File: src/sv/kid_pkg.sv
// Shared types and constants for the keypad integrator debounce block.
// No dependencies; every other file uses it by scoped names.
package kid_pkg;

    // Default sizing
    localparam int NUM_BUTTONS_DEF = 14;
    localparam int COUNT_WIDTH_DEF = 8;
    localparam int QUEUE_DEPTH     = 4;

    // Configuration register indexes
    localparam logic [1:0] REG_INTEGRATOR_MAX = 2'd0;
    localparam logic [1:0] REG_GESTURE_A      = 2'd1;
    localparam logic [1:0] REG_GESTURE_B      = 2'd2;
    localparam logic [1:0] REG_MODE_BUTTON    = 2'd3;

    // Configuration reset values
    localparam logic [7:0] RST_INTEGRATOR_MAX = 8'd8;
    localparam logic [3:0] RST_GESTURE_A      = 4'd0;
    localparam logic [3:0] RST_GESTURE_B      = 4'd8;
    localparam logic [3:0] RST_MODE_BUTTON    = 4'd3;

    // Event kinds
    localparam logic [2:0] KIND_COMMAND = 3'd0;
    localparam logic [2:0] KIND_GSTART  = 3'd1;
    localparam logic [2:0] KIND_GSTOP   = 3'd2;
    localparam logic [2:0] KIND_EQ_ON   = 3'd3;
    localparam logic [2:0] KIND_EQ_OFF  = 3'd4;

    typedef struct packed {
        logic [3:0] button_index;
        logic       pin_level;
    } in_word_t;

    typedef struct packed {
        logic [2:0] event_kind;
        logic [3:0] event_button;
    } out_word_t;

    // Debounced level change handed from front to back
    typedef struct packed {
        logic [3:0] button;
        logic       level;
    } change_t;

    typedef struct packed {
        logic [7:0] integrator_max;
        logic [3:0] gesture_button_a;
        logic [3:0] gesture_button_b;
        logic [3:0] mode_button;
    } cfg_t;

endpackage

File: src/sv/kid_front.sv
// Front end: per-button saturating integrators and debounced levels.
// Emits one change word per debounced level change. Depends on kid_pkg.
module kid_front #(
    parameter int NUM_BUTTONS = kid_pkg::NUM_BUTTONS_DEF,
    parameter int COUNT_WIDTH = kid_pkg::COUNT_WIDTH_DEF
) (
    input  logic              aclk,
    input  logic              aresetn,
    input  kid_pkg::cfg_t     cfg,
    input  logic              s_valid,
    output logic              s_ready,
    input  kid_pkg::in_word_t s_data,
    input  logic              q_full,
    output logic              q_push,
    output kid_pkg::change_t  q_data,
    output logic              in_range
);

    localparam int IDX_W = (NUM_BUTTONS > 1) ? $clog2(NUM_BUTTONS) : 1;
    localparam logic [15:0] TOP16 = 16'((32'd1 << COUNT_WIDTH) - 32'd1);

    logic [COUNT_WIDTH-1:0] cnt_reg [NUM_BUTTONS];
    logic [NUM_BUTTONS-1:0] level_reg;

    logic [IDX_W-1:0]       idx;
    logic [15:0]            lim_wide;
    logic [COUNT_WIDTH-1:0] lim;
    logic [COUNT_WIDTH-1:0] cnt_cur;
    logic [COUNT_WIDTH-1:0] cnt_next;
    logic                   lvl_cur;
    logic                   lvl_next;
    logic                   accept;

    assign s_ready  = !q_full;
    assign accept   = s_valid && s_ready;
    assign idx      = IDX_W'(s_data.button_index);
    assign in_range = (32'(s_data.button_index) < NUM_BUTTONS);

    // Effective limit: zero acts as one, clipped to count range
    always_comb begin
        lim_wide = (cfg.integrator_max == 8'd0) ? 16'd1 : {8'd0, cfg.integrator_max};
        if (lim_wide > TOP16) begin
            lim_wide = TOP16;
        end
        lim = lim_wide[COUNT_WIDTH-1:0];
    end

    // Integrator step with saturation and hysteresis
    always_comb begin
        cnt_cur  = cnt_reg[idx];
        lvl_cur  = level_reg[idx];
        cnt_next = cnt_cur;
        lvl_next = lvl_cur;
        if (!s_data.pin_level) begin
            if (cnt_cur != '0) begin
                cnt_next = cnt_cur - 1'b1;
            end
        end else begin
            if (cnt_cur < lim) begin
                cnt_next = cnt_cur + 1'b1;
            end
        end
        if (cnt_next == '0) begin
            lvl_next = 1'b0;
        end else if (cnt_next >= lim) begin
            lvl_next = 1'b1;
            cnt_next = lim;
        end
    end

    assign q_push      = accept && in_range && (lvl_next != lvl_cur);
    assign q_data.button = s_data.button_index;
    assign q_data.level  = lvl_next;

    // State update
    always_ff @(posedge aclk) begin
        if (!aresetn) begin
            for (int i = 0; i < NUM_BUTTONS; i++) begin
                cnt_reg[i] <= COUNT_WIDTH'(kid_pkg::RST_INTEGRATOR_MAX);
            end
            level_reg <= '1;
        end else if (accept && in_range) begin
            cnt_reg[idx]   <= cnt_next;
            level_reg[idx] <= lvl_next;
        end
    end

endmodule

File: src/sv/kid_queue.sv
// Short register FIFO of change words between front and back.
// Depends on kid_pkg.
module kid_queue #(
    parameter int DEPTH = kid_pkg::QUEUE_DEPTH
) (
    input  logic             aclk,
    input  logic             aresetn,
    input  logic             push,
    input  kid_pkg::change_t push_data,
    output logic             full,
    input  logic             pop,
    output logic             empty,
    output kid_pkg::change_t head
);

    localparam int PTR_W = (DEPTH > 1) ? $clog2(DEPTH) : 1;

    kid_pkg::change_t     mem_reg [DEPTH];
    logic [PTR_W-1:0]     wr_reg, wr_next;
    logic [PTR_W-1:0]     rd_reg, rd_next;
    logic [PTR_W:0]       cnt_reg, cnt_next;

    assign full  = (cnt_reg == (PTR_W+1)'(DEPTH));
    assign empty = (cnt_reg == '0);
    assign head  = mem_reg[rd_reg];

    // Pointer arithmetic with wrap at DEPTH
    always_comb begin
        wr_next  = wr_reg;
        rd_next  = rd_reg;
        cnt_next = cnt_reg;
        if (push) begin
            wr_next = (wr_reg == PTR_W'(DEPTH - 1)) ? '0 : wr_reg + 1'b1;
        end
        if (pop) begin
            rd_next = (rd_reg == PTR_W'(DEPTH - 1)) ? '0 : rd_reg + 1'b1;
        end
        if (push && !pop) begin
            cnt_next = cnt_reg + 1'b1;
        end else if (pop && !push) begin
            cnt_next = cnt_reg - 1'b1;
        end
    end

    always_ff @(posedge aclk) begin
        if (!aresetn) begin
            wr_reg  <= '0;
            rd_reg  <= '0;
            cnt_reg <= '0;
        end else begin
            wr_reg  <= wr_next;
            rd_reg  <= rd_next;
            cnt_reg <= cnt_next;
        end
    end

    // Storage, no reset needed
    always_ff @(posedge aclk) begin
        if (push) begin
            mem_reg[wr_reg] <= push_data;
        end
    end

endmodule

File: src/sv/kid_back.sv
// Back end: decodes change words into events, owns the mode flag and
// the output register. Depends on kid_pkg.
module kid_back (
    input  logic               aclk,
    input  logic               aresetn,
    input  kid_pkg::cfg_t      cfg,
    input  logic               q_empty,
    input  kid_pkg::change_t   q_head,
    output logic               q_pop,
    output logic               m_valid,
    input  logic               m_ready,
    output kid_pkg::out_word_t m_data
);

    logic               mode_reg, mode_next;
    logic               valid_reg, valid_next;
    kid_pkg::out_word_t data_reg;
    logic [2:0]         kind;
    logic               has_evt;
    logic               gesture;

    assign m_valid = valid_reg;
    assign m_data  = data_reg;
    assign q_pop   = !q_empty && (!valid_reg || m_ready);

    // Event decode, gesture wins over mode
    always_comb begin
        gesture   = (q_head.button == cfg.gesture_button_a) ||
                    (q_head.button == cfg.gesture_button_b);
        mode_next = mode_reg;
        has_evt   = 1'b1;
        kind      = kid_pkg::KIND_COMMAND;
        if (!q_head.level) begin
            if (gesture) begin
                kind = kid_pkg::KIND_GSTART;
            end else if (q_head.button == cfg.mode_button) begin
                mode_next = !mode_reg;
                kind = mode_next ? kid_pkg::KIND_EQ_ON : kid_pkg::KIND_EQ_OFF;
            end else begin
                kind = kid_pkg::KIND_COMMAND;
            end
        end else begin
            has_evt = gesture;
            kind    = kid_pkg::KIND_GSTOP;
        end
    end

    // Output register occupancy
    always_comb begin
        valid_next = valid_reg;
        if (q_pop) begin
            valid_next = has_evt;
        end else if (m_ready) begin
            valid_next = 1'b0;
        end
    end

    always_ff @(posedge aclk) begin
        if (!aresetn) begin
            mode_reg  <= 1'b0;
            valid_reg <= 1'b0;
        end else begin
            valid_reg <= valid_next;
            if (q_pop) begin
                mode_reg <= mode_next;
            end
        end
    end

    always_ff @(posedge aclk) begin
        if (q_pop && has_evt) begin
            data_reg.event_kind   <= kind;
            data_reg.event_button <= q_head.button;
        end
    end

endmodule

File: src/sv/keypad_integrator_debounce_events.sv
// Top level of the keypad integrator debounce block.
// Holds the configuration registers; uses kid_pkg, kid_front, kid_queue, kid_back.
//
// Usage:
//   s_ channel: one raw pin sample word per handshake (button index, level,
//   level 0 means pressed). Indexes at or above NUM_BUTTONS are dropped.
//   m_ channel: one event word per debounced level change that decodes to
//   an event (command press, gesture start/stop, eq on/off).
//   cfg channel: register index and data, always ready; write only while
//   the block is idle.
//   Throughput: one sample per cycle while the change queue is not full, set by
//   the integrator read-modify-write in the front end.
//   Path: with the queue empty and the output register free, the front end
//   writes the change word into the queue at the edge that accepts its sample,
//   and the back end then pops it and registers the event word for output.
//   Stalls: a stalled m_ channel fills the four-word change queue; s_ready
//   drops only when the queue is full.
//   Reset: integrators at the reset maximum, all buttons released, mode off,
//   queue and output register empty, registers at their reset values.
module keypad_integrator_debounce_events #(
    parameter int NUM_BUTTONS = kid_pkg::NUM_BUTTONS_DEF,
    parameter int COUNT_WIDTH = kid_pkg::COUNT_WIDTH_DEF
) (
    input  logic               aclk,
    input  logic               aresetn,
    input  logic               s_valid,
    output logic               s_ready,
    input  kid_pkg::in_word_t  s_data,
    output logic               m_valid,
    input  logic               m_ready,
    output kid_pkg::out_word_t m_data,
    input  logic               cfg_valid,
    output logic               cfg_ready,
    input  logic [1:0]         cfg_index,
    input  logic [7:0]         cfg_data
);

    kid_pkg::cfg_t    cfg_reg;
    kid_pkg::change_t push_data;
    kid_pkg::change_t q_head;
    logic             q_push;
    logic             q_pop;
    logic             q_full;
    logic             q_empty;
    logic             in_range;

    assign cfg_ready = 1'b1;

    // Configuration registers
    always_ff @(posedge aclk) begin
        if (!aresetn) begin
            cfg_reg.integrator_max   <= kid_pkg::RST_INTEGRATOR_MAX;
            cfg_reg.gesture_button_a <= kid_pkg::RST_GESTURE_A;
            cfg_reg.gesture_button_b <= kid_pkg::RST_GESTURE_B;
            cfg_reg.mode_button      <= kid_pkg::RST_MODE_BUTTON;
        end else if (cfg_valid && cfg_ready) begin
            case (cfg_index)
                kid_pkg::REG_INTEGRATOR_MAX: begin
                    cfg_reg.integrator_max <= cfg_data;
                end
                kid_pkg::REG_GESTURE_A: begin
                    cfg_reg.gesture_button_a <= cfg_data[3:0];
                end
                kid_pkg::REG_GESTURE_B: begin
                    cfg_reg.gesture_button_b <= cfg_data[3:0];
                end
                kid_pkg::REG_MODE_BUTTON: begin
                    cfg_reg.mode_button <= cfg_data[3:0];
                end
                default: begin
                end
            endcase
        end
    end

    kid_front #(
        .NUM_BUTTONS (NUM_BUTTONS),
        .COUNT_WIDTH (COUNT_WIDTH)
    ) u_front (
        .aclk     (aclk),
        .aresetn  (aresetn),
        .cfg      (cfg_reg),
        .s_valid  (s_valid),
        .s_ready  (s_ready),
        .s_data   (s_data),
        .q_full   (q_full),
        .q_push   (q_push),
        .q_data   (push_data),
        .in_range (in_range)
    );

    kid_queue #(
        .DEPTH (kid_pkg::QUEUE_DEPTH)
    ) u_queue (
        .aclk      (aclk),
        .aresetn   (aresetn),
        .push      (q_push),
        .push_data (push_data),
        .full      (q_full),
        .pop       (q_pop),
        .empty     (q_empty),
        .head      (q_head)
    );

    kid_back u_back (
        .aclk    (aclk),
        .aresetn (aresetn),
        .cfg     (cfg_reg),
        .q_empty (q_empty),
        .q_head  (q_head),
        .q_pop   (q_pop),
        .m_valid (m_valid),
        .m_ready (m_ready),
        .m_data  (m_data)
    );

    // Never push into a full queue
    a_no_overflow: assert property (@(posedge aclk) disable iff (!aresetn)
        q_push |-> !q_full)
        else $error("change queue overflow");

    // Out-of-range samples never reach the queue
    a_range_drop: assert property (@(posedge aclk) disable iff (!aresetn)
        (s_valid && s_ready && !in_range) |-> !q_push)
        else $error("out-of-range sample produced a change");

    // A new event word only follows a queue pop
    a_valid_from_pop: assert property (@(posedge aclk) disable iff (!aresetn)
        $rose(m_valid) |-> $past(q_pop))
        else $error("event word without a pop");

    // Event kind stays within the defined codes
    a_kind_legal: assert property (@(posedge aclk) disable iff (!aresetn)
        m_valid |-> (m_data.event_kind <= kid_pkg::KIND_EQ_OFF))
        else $error("illegal event kind");

endmodule
File: config.mk
export PLATFORM = sky130hd
export DESIGN_NAME = keypad_integrator_debounce_events
export DESIGN_NICKNAME = d
export VERILOG_FILES = /design/src/sv/kid_pkg.sv /design/src/sv/kid_front.sv /design/src/sv/kid_queue.sv /design/src/sv/kid_back.sv /design/src/sv/keypad_integrator_debounce_events.sv
export SDC_FILE = /design/constraint.sdc
export NUM_CORES = 1
export LEC_CHECK = 0
export BUFFER_PORTS_ARGS = -buffer_cell sky130_fd_sc_hd__buf_4
export CAP_MARGIN = 10
export CORE_ASPECT_RATIO = 1.25
export CORE_MARGIN = 2
export CORE_UTILIZATION = 34
export DETAILED_ROUTE_END_ITERATION = 8
export GPL_ROUTABILITY_DRIVEN = 0
export MAX_ROUTING_LAYER = met4
export PLACE_DENSITY = 0.6
export SYNTH_ARGS = -nofsm -noshare
export SYNTH_HDL_FRONTEND = slang
export SYNTH_SLANG_ARGS = --single-unit
File: constraint.sdc
create_clock -name aclk -period 6.83 [get_ports aclk]
set_input_delay 0.683 -clock aclk [delete_from_list [all_inputs] [get_ports aclk]]
set_output_delay 0.683 -clock aclk [all_outputs]
set_load 0.05 [all_outputs]
# --- Yosys cells after proc, flatten, opt, wreduce, memory -nomap -nowiden ---
# Memories as Yosys holds them, arrays and structs flattened. A register that Yosys moved wholly into a read port is not among the register bits.
# Index checks and enable logic that the tools add are counted.
totals:
  ramBits: 132
  elab_cells: 105
  n_memories: 2
  register_bits: 50
  inputBits: 20
memory_table:
  columns: ["memory", "words", "width", "read_ports", "rd_clocked_by_memory_dff", "wr", "line_no", "source"]
  rows:
  - ["u_front.cnt_reg", 14, 8, 1, 0, 14, "kid_front.sv:22", "logic [COUNT_WIDTH-1:0] cnt_reg [NUM_BUTTONS];"]
  - ["u_queue.mem_reg", 4, 5, 1, 1, 1, "kid_queue.sv:18", "kid_pkg::change_t mem_reg [DEPTH];"]
classes:
  mux: 35
  eq_ne: 10
  order_cmp: 6
  n_addsub: 6
  reduce_logical: 30
  bitwise_logic: 3
op_table:
  columns: ["operator", "count"]
  rows:
  - ["two-way mux 8 bit", 8]
  - ["greater-than comparator 16 x 8 -> 1 bit (second input constant)", 1]
  - ["zero test 8 bit", 2]
  - ["bitwise mux 14 bit", 1]
  - ["two-way mux 1 bit", 14]
  - ["equality test 4 bit", 3]
  - ["two-way mux 2 bit", 6]
  - ["two-way mux 3 bit", 3]
  - ["adder 8 x 1 -> 8 bit (second input constant)", 1]
  - ["equality test 2 bit (second input constant)", 4]
  - ["greater-or-equal comparator 8 bit", 1]
  - ["logical AND 1 bit", 8]
  - ["less-than comparator 8 bit", 1]
  - ["AND reduction 2 bit", 4]
  - ["nonzero test 8 bit", 1]
  - ["OR reduction 8 bit", 1]
  - ["subtractor 8 x 1 -> 8 bit (second input constant)", 1]
  - ["zero test 1 bit", 6]
  - ["less-than comparator 4 x 5 -> 1 bit (second input constant)", 1]
  - ["adder 2 x 1 -> 2 bit (second input constant)", 2]
  - ["binary-select mux 1 bit (select 4 bit)", 1]
  - ["demux 1 bit (select 4 bit)", 1]
  - ["greater-or-equal comparator 4 x 1 -> 1 bit (second input constant)", 1]
  - ["less-than comparator 4 bit (second input constant)", 1]
  - ["other kinds (13)", 17]

# --- Logic depth before layout (Yosys ltp) ---
# Gate-level depths: netlist of the first run.
logic_depth:
  ltp_word: 16
  mapped_depth: 34
  ltp_nobuf: 30

# --- Modules after synthesis ---
# A second synthesis of the first run with hierarchy kept.
hier_totals:
  hier_cells: 871
  hier_area_um2: 10358.7
modules_own_cells:
  columns: ["mod", "instances", "seq_area_each_um2", "cells_each", "area_each_um2"]
  rows:
  - ["kid_front", 1, 4124.0, 674, 7866.3]
  - ["kid_queue", 1, 780.7, 70, 1181.1]
  - ["keypad_integrator_debounce_events", 1, 400.4, 85, 817.0]
  - ["kid_back", 1, 250.2, 42, 494.2]

# --- Worst setup path after synthesis of the first run ---
# Ideal clock, no wire load.
synth_path:
  path_kind: "input -> register"
  from: "in s_data[2] in the netlist's numbering"
  to: "reg u_queue.cnt_reg[2]"
  required_time_ns: 6.759
  t_arrival_ns: 6.815
  n_path_buf: 4
  setup_slack_ns: -0.056
  cell_stages: 31
  cell_sequence: "buf_6 > buf_4 > buf_4 > mux4_2 > mux2i_1 > nor2_1 > a21oi_1 > inv_1 > ha_1 > nand2_1 > a21oi_1 > a211oi_1 > o2111ai_1 > nand2_2 > a21oi_1 > or4_4 > ha_1 > nand4_1 > a21oi_1 > nand2_1 > o41ai_4 > buf_4 > nand2_1 > a21o_1 > a21oi_2 > ha_1 > inv_1 > fa_1 > xor2_1 > or3_1 > a21oi_1"
synth_between:
  elab_chain_cells: 12
  elab_cells_between_ends: 23
synth_lines:
  columns: ["element", "line_no", "source"]
  rows:
  - ["start: declaration", "keypad_integrator_debounce_events.sv:28", "input kid_pkg::in_word_t s_data,"]
  - ["memory read (14 x 8 bit)", null, null]
  - ["subtractor 8 x 1 -> 8 bit (tied with other cells)", "kid_front.sv:56", "cnt_next = cnt_cur - 1'b1;"]
  - ["two-way mux 8 bit (on tied branches)", "kid_front.sv:55, kid_front.sv:59", null]
  - ["two-way mux 8 bit", "kid_front.sv:54", "if (!s_data.pin_level) begin"]
  - ["greater-or-equal comparator 8 bit", "kid_front.sv:65", "end else if (cnt_next >= lim) begin"]
  - ["two-way mux 1 bit", "kid_front.sv:65", null]
  - ["two-way mux 1 bit", "kid_front.sv:63", "if (cnt_next == '0) begin"]
  - ["inequality test 1 bit", "kid_front.sv:71", "assign q_push = accept && in_range && (lvl_next != lvl_cur);"]
  - ["logical AND 1 bit *", "kid_front.sv:71", null]
  - ["named net q_push", "keypad_integrator_debounce_events.sv:41", "logic q_push;"]
  - ["zero test 1 bit", "kid_queue.sv:40", "end else if (pop && !push) begin"]
  - ["logical AND 1 bit", "kid_queue.sv:40", null]
  - ["nonzero test 2 bit (no line)", null, null]
  - ["end signal: assignment", "kid_queue.sv:53", "cnt_reg <= cnt_next;"]
  - ["end: declaration", "kid_queue.sv:21", "logic [PTR_W:0] cnt_reg, cnt_next;"]
# Mark *: on every way through the listed nets, which the timed path passes. The rest lies on a longest branch. The select of a mux whose other input is x is not followed.
# A chain may end at the register's enable or synchronous reset.

# --- Worst setup path after layout of the first run ---
layout_path:
  from: "in s_data[1] in the netlist's numbering"
  to: "reg u_queue.cnt_reg[2]"
# Same word-level chain as after synthesis.

==> run metrics, run 1 <==
outcome complete, no violations; CTS resizes 0; Least-Margin Pin Slew 1.128 ns; max cap viols 0; flip-flop and latch area 5555 µm²; drt pass-1 iters 7; final setup violation count 0; Hold EP cfg_reg[19]; port bufs 28; Seq/Total Area, Yosys 56.94%; Detail Placement HPWL 16260 µm; starting density of the core 34.46%; Synth Cell Area 9757 µm²; DR vias 6353; total congestion overflow 0; Yosys reg bits 200; critical path required time 7.17 ns; IO Pins 30; Buf/Inv on CP 3; Die Wd 155.5 µm; Tcrit/Tclk final 92.57%; max FFs per register 128; worst path arrival time 6.66 ns; layout cell share with drive strength beyond 1 20.80%; Synth warnings 0; Hold Path Cell Cnt 3; DRT iter0 DRCs 633; filler instances 2712; r2r setup slk 0.67 ns; Tmin final 6.322 ns; core footprint 28320 µm²; top_reg_cell synth edfxtp_1; largest net degree at the start of global routing 34; final net count 881; area occupied by multi-input gates 3930 µm²; Worst path max stage delay 0.58 ns; crit-path leading delay family simple AND/OR/NAND/NOR gates; CP Class in -> reg; vias in the first global route 6285; Num CTS Buffers 17; worst hold start cfg_data[7]; All-Layer GR Usage 16.33%; setup TNS 0 ns; leakage 4.048 nW; root buf cell clkbuf_16; Hold WS 0.4737 ns; pwr dens 304.7 nW/µm²; CTS Hold Bufs 0; CTS tree yes; Rel. slew slack 24.31%; worst r2r dst u_queue.cnt_reg[2]; H-tree depth 4; Clock Latency Late Sink 0.44 ns; post-route clock skew 0.01000 ns; CTS Buffer Depth 2; min-delay worst type in -> reg; Slowest-stage cell, CP or4_4; final core occ 39.29%; ant diodes 0; ANT nets after route 0; total power 0.003390 W; post-DR wirelength/cell 19.41 µm; Worst Setup End Kind flip-flop; fmax 0.1582 GHz; row cnt 69; initial antenna violation count 0; Post-CTS Setup Inserts 0; Mapped Avg Cell Area 12.49 µm²; Reg-to-Reg Start u_front.cnt_reg[7][5]; worst reg-to-reg path cell count 26; RSZ-0062 raised after global routing no; global-route wire length before repair 36320 µm; # DRC 0; crit path max fanout 18; count of different cell masters after synthesis 68; clock net sink count 200; Syn Inst Count 781; Die H 193.4 µm; Slew Limit Fails 0; Vias/cell 5.268; drt total wl 23410 µm; clock transition at the registers of the reported paths 0.07 ns; Post-synth ARST share 0%; Post-synth EDFFs 155; Peak VDD IR 171.3 µV; synth-to-layout area growth 14.02%; Hold Vio Cnt, Final 0; DIE AREA 30080 µm²; Critical Path Source Type input pin
==> cell usage in the layout (no fill, tap or decap), types with 4 or more instances in the layout <==
cell type and n:
o21ai_1 7, xor2_1 6, nand2_1 38, o21ai_0 14, conb_1 17, nor2b_1 7, nand4_1 4, inv_1 24
buf_4 64, edfxtp_1 155, and2_1 7, a21oi_1 21, and3_1 4, or3_1 7, and4_1 4, ha_1 22
dfxtp_1 45, mux4_2 40, nor2_1 149, a31oi_1 5, nand2_2 4, inv_2 4, clkbuf_16 17, a22oi_1 6
o22a_1 14, nand2b_1 19, inv_6 4, xnor2_1 13, or2_2 4, nor3_1 10, mux2_2 10, nand3_1 19
o211ai_2 4, mux2i_1 24
==> per-layer routing <==
layer	share of wire [%]	global-route usage, %	wire length [µm]	vias to the layer above
li1	-	-	-	2978
met1	42	20.40	9945	3139
met2	49	26.25	11570	192
met3	5.5	3.786	1283	44
met4	2.6	5.335	607	0
met5	0	-	0	-
==> where the power goes <==
group	leakage (nW)	switching [W]	total [W]	internal, W
combinational	1.87	0.000563	0.000875	0.000312
sequential	1.88	0.0000495	0.00148	0.00143
clock	0.291	0.000494	0.00103	0.000541
total	4.05	0.00111	0.00339	0.00228
==> worst max path at each step <==
stage / from / to / slack, ns / cells past startpoint
floorplan: s_data[2] / u_queue.cnt_reg[2] / 0.05 / 31
finish: s_data[1] / u_queue.cnt_reg[2] / 0.51 / 27
global route: s_data[1] / u_queue.cnt_reg[2] / 0.08 / 27
global placement: s_data[1] / u_queue.cnt_reg[2] / 0.15 / 27
detailed placement: s_data[1] / u_queue.cnt_reg[2] / 0.04 / 27
CTS: s_data[1] / u_queue.cnt_reg[2] / 0.49 / 27
==> per-stage QoR <==
| stage | instance area [µm²] | instances | worst slack, ns |
|---|---|---|---|
| final | 11120 | 1206 | 0.5077 |
| after global routing | 11120 | 1206 | 0.07624 |
| after CTS | 11120 | 1206 | 0.4946 |
| after detailed placement | 10520 | 1174 | 0.04085 |
| after global placement | 10520 | 1174 | 0.1530 |
| after floorplan | 9817 | 796 | 0.04645 |
==> final cells by class <==
class                      count  area share, %
clock buffer                  19          4.072
clock inverter                13          1.372
sequential                   200          49.94
multi-input combinational    526          35.33
timing repair buffer          64          4.319
tap                          355          3.993
inverter                      29         0.9785
==> cells by family (layout without fill, tap and decap cells) <==
| group | after synthesis | count (layout) | share of synthesized area [%] |
|---|---|---|---|
| simple gates | 292 | 292 | 14.27 |
| flops | 200 | 200 | 56.94 |
| compound gates | 100 | 100 | 7.579 |
| mux | 75 | 75 | 13.00 |
| buf+inv | 70 | 125 | 3.398 |
| fa+ha+maj | 23 | 23 | 3.026 |
| xor+xnor | 19 | 19 | 1.706 |
| other cells | 2 | 17 | 0.07697 |
==> worst min-delay path, cell delays in order <==
cell and delay (ns):
buf_4 0.07, a21oi_1 0.04, nor2_1 0.07
==> cell usage after synthesis, types with 14 or more instances <==
cell      number  area (µm²)
a21oi_1       22       110.1
clkbuf_1      14       52.55
dfxtp_1       45       900.9
edfxtp_1     155        4654
ha_1          22       275.3
inv_1         24       90.09
mux2i_1       24       240.2
mux4_2        40       900.9
nand2_1       38       142.6
nand2b_1      19       118.9
nand3_1       19       95.09
nor2_1       149       559.3
o21ai_0       21       105.1
o22a_1        14       122.6
Power figures use the tool's default switching activity.
==> inputs of run 2 (changes only) <==
Settings changed: PLACE_DENSITY 0.6 to 0.59, SYNTH_HIERARCHICAL set to 1.
==> run 2 against run 1 <==
Global-route usage is 0.58 points higher. First-iteration DRC count shrank 14%. Final cell count increased by 10%. Register-to-register slack gained 0.18 ns. Area after synthesis rose by 6.2%. Flip-flop and latch count stayed put. Critical path depth increased by 1. Sequential share of layout area is 2.3 points lower.
==> run metrics, run 2 <==
Post-synth EDFFs 155; Synth Area in Adders 2.851%; final setup violation count 0; flip-flop and latch area 5555 µm²; Num CTS Buffers 17; Synth Cell Area 10360 µm²; max FFs per register 128; Synth warnings 6; # DRC 0; Die Wd 160.1 µm; ant diodes 0; CTS Buffer Depth 2; Vias/cell 5.273; Tmin final 6.335 ns; outcome complete, no violations; leakage 4.098 nW; proportion of synthesized area in mux cells 12.18%; Worst path max stage delay 0.52 ns; global-route wire length before repair 39890 µm; drt total wl 25500 µm; drt pass-1 iters 5; layout cell share with drive strength beyond 1 19.76%; area occupied by multi-input gates 4375 µm²; Synth area leaders edfxtp_1 (45%), dfxtp_1 (8.7%), mux4_2 (7.8%); clock net sink count 200; most common cell after layout, fill and taps aside edfxtp_1; IO Pins 30; max cap viols 0; clock transition at the registers of the reported paths 0.07 ns; total congestion overflow 0; critical path required time 7.20 ns; CTS tree yes; Post-CTS Setup Inserts 0; row cnt 71; compound-cell area share of the yosys netlist 7.827%; largest family of logic cells by synthesized area simple AND/OR/NAND/NOR gates; filler instances 2943; Die H 199.2 µm; initial antenna violation count 0; most frequent cell after synthesis edfxtp_1; top_reg_cell synth edfxtp_1; Seq/Total Area, Yosys 53.63%; starting density of the core 34.50%; Detail Placement HPWL 18430 µm; Clock Latency Late Sink 0.44 ns; crit path max fanout 22; post-route clock skew 0.006430 ns; synth cell count leaders edfxtp_1 (155), nand2_1 (80), nor2_1 (78), nor3_1 (78), dfxtp_1 (45); vias in the first global route 7022; worst path arrival time 6.71 ns; Critical Path Source Type input pin; area fraction of the dominant cell type after synthesis 44.93%; leading area contributor after synthesis edfxtp_1; Mapped Avg Cell Area 11.89 µm²; Hold WS 0.4690 ns; All-Layer GR Usage 16.91%; RSZ-0062 raised after global routing no; port bufs 28; Syn Inst Count 871; synth-to-layout area growth 12.54%; CP Class in -> reg; root buf cell clkbuf_16; pwr dens 278.7 nW/µm²; final net count 961; DRT iter0 DRCs 542; Least-Margin Pin Slew 1.036 ns; Tcrit/Tclk final 92.75%; xor-xnor portion of the synthesized cell area 1.522%; count of different cell masters after synthesis 78; Slew Limit Fails 0; CTS Hold Bufs 0; DR vias 7024; fmax 0.1579 GHz; Slowest-stage cell, CP mux4_2; setup TNS 0 ns; core footprint 30030 µm²; Worst Setup End Kind flip-flop; DIE AREA 31890 µm²; min-delay worst type reg -> reg; CTS resizes 0; H-tree depth 4; ANT nets after route 0; Post-synth ARST share 0%; Hold Vio Cnt, Final 0; Peak VDD IR 177.0 µV; post-DR wirelength/cell 19.14 µm; largest net degree at the start of global routing 61; final core occ 38.82%; Synth Area in Simple Gates 17.04%; commonest cells after routing, fill and taps aside edfxtp_1 (155), nand2_1 (80), nor3_1 (78), nor2_1 (77), buf_4 (70); Rel. slew slack 30.18%; Yosys reg bits 200
==> run 2: power by group <==
part / switching, W / internal [W]
Clock: 0.000471 / 0.000474
Combinational: 0.000537 / 0.000302
Sequential: 0.0000453 / 0.00142
==> run 2: per-stage QoR <==
| step | total power [W] | area, µm² | cells | setup slack, ns |
|---|---|---|---|---|
| 2_1_floorplan | 0.002106 | 10440 | 886 | 0.01548 |
| 3_3_place_gp | 0.002327 | 11110 | 1300 | 0.1468 |
| 3_5_place_dp | 0.002334 | 11110 | 1300 | 0.02480 |
| 4_1_cts | 0.003273 | 11660 | 1332 | 0.4929 |
| 5_1_grt | 0.003393 | 11660 | 1332 | 0.1070 |
| 6_report | 0.003249 | 11660 | 1332 | 0.4950 |
==> run 2: cell type report <==
class / instances / share of cell area [%]
Clock buffer: 17 / 3.649
Clock inverter: 15 / 1.084
Inverter: 34 / 1.095
Multi-Input combinational cell: 594 / 37.53
Sequential cell: 200 / 47.65
Tap cell: 401 / 4.304
Timing Repair Buffer: 71 / 4.680
==> run 2: metal layers <==
metal	part of all wire, %	track usage [%]
met5	0	-
met4	2.8	6.673
met3	4.2	2.574
met2	53	30.19
met1	40	19.17
==> run 2: kinds of logic after synthesis <==
kind of cell,count (synthesis)
fa+ha+maj,23
mux,79
compound gates,109
buf+inv,92
xor+xnor,18
simple gates,348
other cells,2
flops,200
==> run 2: final timing paths <==
check	cells after the start	to	slack [ns]	from
worst max-delay path	28	u_queue/cnt_reg[2]	0.50	s_data[1]
worst max register to register	24	u_queue/cnt_reg[2]	0.85	u_front/cnt_reg[6][6]
worst min-delay path	2	cfg_reg[2]	0.47	cfg_reg[2]
worst min register to register	2	cfg_reg[2]	0.47	cfg_reg[2]
==> run 2: worst max-delay path: cells and delay by family <==
kind,cells,cell delay (ns)
compound gates,4,0.46
simple gates,12,2.49
buf+inv,5,0.93
fa+ha+maj,4,1.26
xor+xnor,1,0.15
mux,2,0.71
